`src/design/dfgw_ram.sv`:
```
// ============================================================================
// dfgw_ram
// Generic simple dual-port RAM: one write port, one read port, registered read.
// ============================================================================
module dfgw_ram #(
  parameter int WIDTH = 8,
  parameter int DEPTH = 16
) (
  input  logic                     clk,
  input  logic                     we,
  input  logic [$clog2(DEPTH)-1:0] waddr,
  input  logic [WIDTH-1:0]         wdata,
  input  logic [$clog2(DEPTH)-1:0] raddr,
  output logic [WIDTH-1:0]         rdata
);

  logic [WIDTH-1:0] mem [DEPTH];

  // write, and registered read (old data on a same-address collision)
  always_ff @(posedge clk) begin
    if (we) begin
      mem[waddr] <= wdata;
    end
    rdata <= mem[raddr];
  end

endmodule

```
`config.mk`:
```
export PLATFORM = sky130hd
export DESIGN_NAME = dfgw_ram
export DESIGN_NICKNAME = d
export VERILOG_FILES = /design/src/design/dfgw_ram.sv
export SDC_FILE = /design/constraint.sdc
export NUM_CORES = 1
export LEC_CHECK = 0
export BUFFER_PORTS_ARGS = -buffer_cell sky130_fd_sc_hd__buf_2
export CAP_MARGIN = 10
export CORE_ASPECT_RATIO = 0.5
export CORE_MARGIN = 3
export CORE_UTILIZATION = 35
export DETAILED_ROUTE_END_ITERATION = 7
export GPL_ROUTABILITY_DRIVEN = 0
export PLACE_DENSITY = 0.55
export SYNTH_ARGS = -nofsm -noshare
export SYNTH_HDL_FRONTEND = slang
export SYNTH_SLANG_ARGS = --single-unit
```
`constraint.sdc`:
```
create_clock -name clk -period 2.5 [get_ports clk]
set_clock_uncertainty 0.2 [all_clocks]
set_input_delay 0.25 -clock clk [delete_from_list [all_inputs] [get_ports clk]]
set_output_delay 0.25 -clock clk [all_outputs]
set_load 0.03 [all_outputs]
```
### After elaboration in Yosys (flattened, before gate mapping)

Memories as Yosys holds them, arrays and structs flattened. A register that Yosys moved wholly into a read port is not among the register bits.
Cells that the tools add are included.

| word-level totals | value |
|---|---|
| word-level logic and storage cells | 3 |
| register bits | 0 |
| input port bits | 18 |
| memories | 1 |
| bits in writable memories | 128 |

| operators by class | value |
|---|---|
| muxes and demuxes | 2 |

Memories:

| memory | depth | width | read ports | clocked after memory_dff | write ports | line | text |
|---|---|---|---|---|---|---|---|
| mem | 16 | 8 | 1 | 1 | 1 | 17 | `logic [WIDTH-1:0] mem [DEPTH];` |

Operators by type and width:

| operator | number |
|---|---|
| $mux 1 | 2 |

### Depth between registers and ports, before layout

Gate-level depths: netlist (run 1).

| logic depth | value |
|---|---|
| depth in word-level cells | 2 |
| mapped depth | 5 |
| depth with buffers taken out | 3 |

### Least setup slack after synthesis (run 1)

OpenSTA, ideal clock, no wires.

| timing path | value |
|---|---|
| path kind | input -> register |
| start point | input waddr[2] |
| end point | memory mem[0][0], enable pin |
| path buffers | 0 |
| arrival time | 1360 ps |
| stages | 2 |
| path slack | 557 ps |
| library setup time | 383 ps |
| cells stage by stage | or3b_2 nor3_1 |

RTL lines:

| what | line | text |
|---|---|---|
| start: declaration | 11 | `input logic [$clog2(DEPTH)-1:0] waddr,` |
| end: declaration | 17 |  |

No word-level cell before the write port.

==> metrics.txt, run 1 <==
Power Dens Cells 880 nW/um2; Area contributors post-synth edfxtp_1 75%, mux4_2 7.9%, mux4_1 7.1%; GRT Overall Usage 14.1%; effective utilization at floorplan 36.9%; fmax 0.519 GHz; Pwr Total 5.49 mW; # rows 30; reg2reg path depth 3; layout overhead on the synthesized area 21.1%; post-synthesis sequential area ratio 77.8%; height of the die 91.8 um; fin crit period 1.93 ns; largest net degree at the start of global routing 19; Final Max Tran Viols 0; Post-CTS Setup Bufs 0; GRT overflow 0; number of global-route vias before repair 2557; Syn Inst Count 229; Worst Hold Launch wdata[0]; later-pin clock latency in the skew report 0.41 ns; Antenna Cells 0; cell area after synthesis 5150 um2; Core Footprint 14000 um2; critical path peak fanout 17; Max-cap violations 0; run status complete, no violations; initial antenna violation count 1; Final setup viols 0; overall routed net length 10700 um; H-tree lvl count 4; hold depth 1; Yosys top cell area share 74.7%; WP data arrival 2.01 ns; flop2flop setup slack 0.80 ns; FF-to-FF End rdata[3]; Worst Hold Class primary input to flop; vias per inst 5.07; clk root buf clkbuf_16; Iter 0 DRT Violations 220; Post-DP HPWL 6710 um; DRT antenna net count 0; Tcrit/Tclk final 77.1%; via count 2477; FF+latch count, synth 136; IO Pins 26; Core Util, Final 44.7%; clk sinks 136; CP Launch Type primary input; Yosys warnings 0; clk buf depth 2; number of hold buffers added after cts 0; Fin. Hold Viols 0; synthesized area per cell 22.5 um2; synth unique cells 19; RSZ-0062 raised after global routing false; Final TNS setup 0 ns; clock slew at reported path FFs 0.06 ns; final instance area 6240 um2; Rel. slew slack 45.0%; nets 303; Port Buf Inserts 25; Hold Path End mem[13][0]; VDD IR-drop max 0.489 mV; measured slew at the worst slew-check pin 0.822 ns; r2r startpoint mem[0][3]; most area-hungry cell type in the Yosys netlist edfxtp_1; CTS tree done; DP Area 5600 um2; first-pass GRT wire length 16200 um; Syn Nets 247; Req. time, crit path 2.58 ns; DRT Pass-1 Iters 4; Fillers 1192; DRC 0; die width 178 um; Resized Gates After CTS 0; clock buffer count from CTS 17; WS Path Type primary input to flop; CP Capture Type flop; drt wl/cell 21.9 um; Leak Pwr 2.12 nW; share of cells above drive strength 1 32.0%; area of the die 16300 um2
placed cells by master, fill, tap and decap left out, drive strengths merged, types with 2 or more instances in the layout:
cell type	Yosys	routed
nand3b	2	2
bufinv	0	5
nand2	9	9
nor3	4	4
nand2b	2	2
clkbuf	0	18
mux4	32	32
buf	7	47
a22oi	16	16
clkinv	0	6
nor2	13	13
edfxtp	128	128
dfxtp	8	8
routing by layer:
metal | global-route usage [%] | routed length (um)
met4 | 4.11 | 68
met1 | 20.2 | 4770
met5 | 0 | 0
met3 | 4.84 | 951
met2 | 20.5 | 4910
per-stage QoR:
stage | instances | setup WS [ns] | hold WS, ns
after floorplan | 229 | 0.557 | 0.149
after global placement | 458 | 0.128 | 0.437
after detailed placement | 458 | 0.155 | 0.449
after CTS | 489 | 0.573 | 0.0151
after global routing | 489 | 0.497 | 0.0158
final | 489 | 0.572 | 0.0308
power breakdown:
| group | switching [mW] | internal, mW | total [mW] |
|---|---|---|---|
| combinational | 0.167 | 0.103 | 0.270 |
| sequential | 0.0188 | 2.55 | 2.57 |
| clock | 0.891 | 1.76 | 2.65 |
cell usage after synthesis:
| cell | n |
|---|---|
| and2b_1 | 1 |
| and2_1 | 1 |
| buf_6 | 3 |
| mux4_2 | 18 |
| dfxtp_1 | 8 |
| nor2b_1 | 1 |
| buf_4 | 1 |
| nor3_1 | 4 |
| nor2_1 | 13 |
| a22oi_1 | 16 |
| mux4_1 | 14 |
| or3b_2 | 1 |
| nand3b_1 | 2 |
| nand3_1 | 1 |
| edfxtp_1 | 128 |
| clkdlybuf4s25_2 | 3 |
| buf_2 | 3 |
| nand2_1 | 9 |
| nand2b_1 | 2 |
state kept, by name, indices dropped and copies added, names as in the netlist:
register / flops
rdata: 8
mem: 128
area by class of cell:
| class | count | area [um2] | share of cell area, % |
|---|---|---|---|
| clock buffers | 18 | 429 | 6.88 |
| clock inverters | 13 | 203 | 3.25 |
| multi-input cells | 83 | 1060 | 17.0 |
| flip-flops and latches | 136 | 4000 | 64.2 |
| well taps | 192 | 240 | 3.85 |
| repair buffers | 47 | 303 | 4.86 |
critical path, stage by stage:
cell and delay [ns]:
buf_2 0.46, buf_4 0.29, mux4_2 0.51, a22oi_1 0.40, nand2_1 0.08
logic make-up after synthesis:
group,share of synthesized area (%)
flip-flops,77.8
AND/OR/NAND/NOR,3.18
multiplexers,15.0
AO/OA/AOI/OAI,2.33
buffers and inverters,1.68
worst max-delay path by stage:
stage / endpoint / slack [ns] / cells past startpoint / from
final: rdata[7] / 0.57 / 5 / raddr[0]
after floorplan: mem[0][0] / 0.56 / 2 / waddr[2]
after global routing: rdata[7] / 0.50 / 5 / raddr[0]
after CTS: rdata[7] / 0.57 / 5 / raddr[0]
after detailed placement: rdata[7] / 0.16 / 5 / raddr[0]
after global placement: rdata[7] / 0.13 / 5 / raddr[0]
Note: power is estimated with default switching activity, not from simulation.
==> inputs of run 2 (changes only) <==
Settings changed: ABC_AREA set to 1.
Clock period 2.5 ns to 2.02 ns, I/O delays scaled along.
==> run 2 against run 1 <==
Effect of this change: global-route usage grew 1.6 points; core utilization shrank 1.7 points; sequential cell count is the same; die area grew 11%; synthesized cell count grew 140%; sequential power grew 24%; non-clock buffer count grew 2; power grew 17%; design area grew 8.6%; clock power grew 6%; critical path depth shrank 4; critical path type is now flop to output pin; largest cell class unchanged.
==> metrics.txt, run 2 <==
Syn Inst Count 551; DRT Pass-1 Iters 5; delay-heaviest family, CP flip-flops; area of the die 18100 um2; top post-synthesis cells by count 173 x nand2_1, 128 x edfxtp_1, 100 x inv_1, 97 x nand3_1, 17 x nor2_1; reg2reg path depth 6; GRT overflow 0; run status complete, no violations; Final TNS setup 0 ns; Cells after DPL 796; fin crit period 1.45 ns; clk root buf clkbuf_16; r2r startpoint mem[9][1]; dpl ws 0.428 ns; effective utilization at floorplan 36.6%; critical path peak fanout 1; later-pin clock latency in the skew report 0.41 ns; height of the die 96.8 um; RSZ-0062 raised after global routing false; DRT antenna net count 0; clock slew at reported path FFs 0.06 ns; DP Area 6220 um2; nets 613; hold_ws 0.00544 ns; measured slew at the worst slew-check pin 0.417 ns; WS Path Type flop to output pin; FF-to-FF End rdata[1]; vias per inst 4.62; Port Buf Inserts 25; CP Launch Type flop; max reg flops 128; Core Util, Final 42.9%; Synth Flop Type edfxtp_1; top-count cell post-synth nand2_1; register with the most flip-flops mem; clock buffer count from CTS 17; Antenna Cells 0; Tcrit/Tclk final 71.6%; WP data arrival 1.04 ns; final worst setup slack 0.574 ns; CP Capture Type output pin; synth unique cells 12; Worst Hold Class primary input to flop; Worst Hold Launch wdata[3]; layout overhead on the synthesized area 17.5%; Hold Path End mem[6][3]; Final setup viols 0; Max-cap violations 0; GRT Overall Usage 15.8%; Post-DP HPWL 8510 um; via count 3832; clk sinks 136; Cell Chain, Critical Path buf_2; Yosys top cell area share 66.7%; Core Footprint 15800 um2; Power Dens Cells 948 nW/um2; Iter 0 DRT Violations 270; Rel. slew slack 72.2%; slowest cell on the critical path dfxtp_1; Yosys warnings 0; FF+latch count, synth 136; share of cells above drive strength 1 13.0%; first-pass GRT wire length 21300 um; IO Pins 26; Pwr Total 6.42 mW; DRC 0; crit-path max cell delay 0.41 ns; drt wl/cell 16.7 um; Req. time, crit path 1.62 ns; Area contributors post-synth edfxtp_1 67%, nand2_1 11%, nand3_1 8.4%; Finished Layout Cells 829; overall routed net length 13800 um; Syn Nets 569; number of flops mapped to enable cells by yosys 128; number of global-route vias before repair 3637; flop2flop setup slack 0.76 ns; post-synthesis sequential area ratio 69.4%; CTS tree done; most frequent cells in the layout 173 x nand2_1, 128 x edfxtp_1, 100 x inv_1, 97 x nand3_1, 25 x buf_2; commonest non-fill, non-tap cell in the layout nand2_1; H-tree lvl count 4; hold depth 1; Fin. Hold Viols 0; VDD IR-drop max 0.567 mV; die width 188 um; Leak Pwr 2.91 nW; fraction of registers with async set/reset 0%; most area-hungry cell type in the Yosys netlist edfxtp_1; fmax 0.691 GHz; largest net degree at the start of global routing 65; final instance area 6770 um2; CP bufs+invs 1; cell area after synthesis 5770 um2; clk buf depth 2; initial antenna violation count 1; synthesized area per cell 10.5 um2; Final Max Tran Viols 0; # rows 32; biggest regs mem (128), rdata (8)
==> run 2: cell types whose count changed in the layout (fill, tap and decap cells not counted), sizes merged, moves of 2 or more <==
cell      previous run  this run
inv                  1       102
clkinv               6         9
clkinvlp             1         4
nand3                1        97
nand2b               2         0
a22oi               16         0
bufinv               5         1
nand2                9       173
nor3                 4         0
mux4                32         0
nor2                13        17
==> run 2: power breakdown <==
part	internal [mW]	leakage (nW)	switching, mW
clock network	1.67	0.256	1.14
registers	3.16	1.22	0.0246
logic	0.124	1.43	0.308
total	4.95	2.91	1.47
==> run 2: kinds of logic after synthesis <==
| family | synth area share [%] |
|---|---|
| buffers and inverters | 9.52 |
| AND/OR/NAND/NOR | 21.0 |
| flip-flops | 69.4 |
==> run 2: metal layers <==
metal  part of all wire, %  vias to the layer above  routed length, um  GRT usage, %
met5                 0.051                        -                  7             0
met4                  0.75                        2                104          3.92
met3                   4.8                        9                669          4.34
met2                    47                       87               6460          24.6
met1                    48                     1872               6610          21.9
li1                      -                     1862                  -             -
==> run 2: what timing repair did <==
| item | CTS | global route |
|---|---|---|
| setup buffers | 0 | 0 |
| setup endpoints to repair | 0 | 0 |
| hold endpoints to repair | 6 | 0 |
| resized for setup | 0 | 0 |
| hold buffers | 1 | 0 |
==> run 2: worst max-delay path by stage <==
stage              from  slack (ns)  depth (start not counted)          to
2_1_floorplan  waddr[2]        0.67                          2  mem[10][0]
3_3_place_gp   raddr[0]        0.42                          8    rdata[1]
3_5_place_dp   raddr[0]        0.43                          8    rdata[1]
4_1_cts        rdata[1]        0.55                          1    rdata[1]
5_1_grt        rdata[1]        0.52                          1    rdata[1]
6_report       rdata[1]        0.57                          1    rdata[1]
==> run 2: cell type report <==
class / count / area, um2
Tap cell: 221 / 277
Timing Repair Buffer: 49 / 358
Inverter: 102 / 383
Sequential cell: 136 / 4000
Multi-Input combinational cell: 289 / 1210
Clock buffer: 18 / 429
Clock inverter: 14 / 110
Fill cell: 1495 / 9000
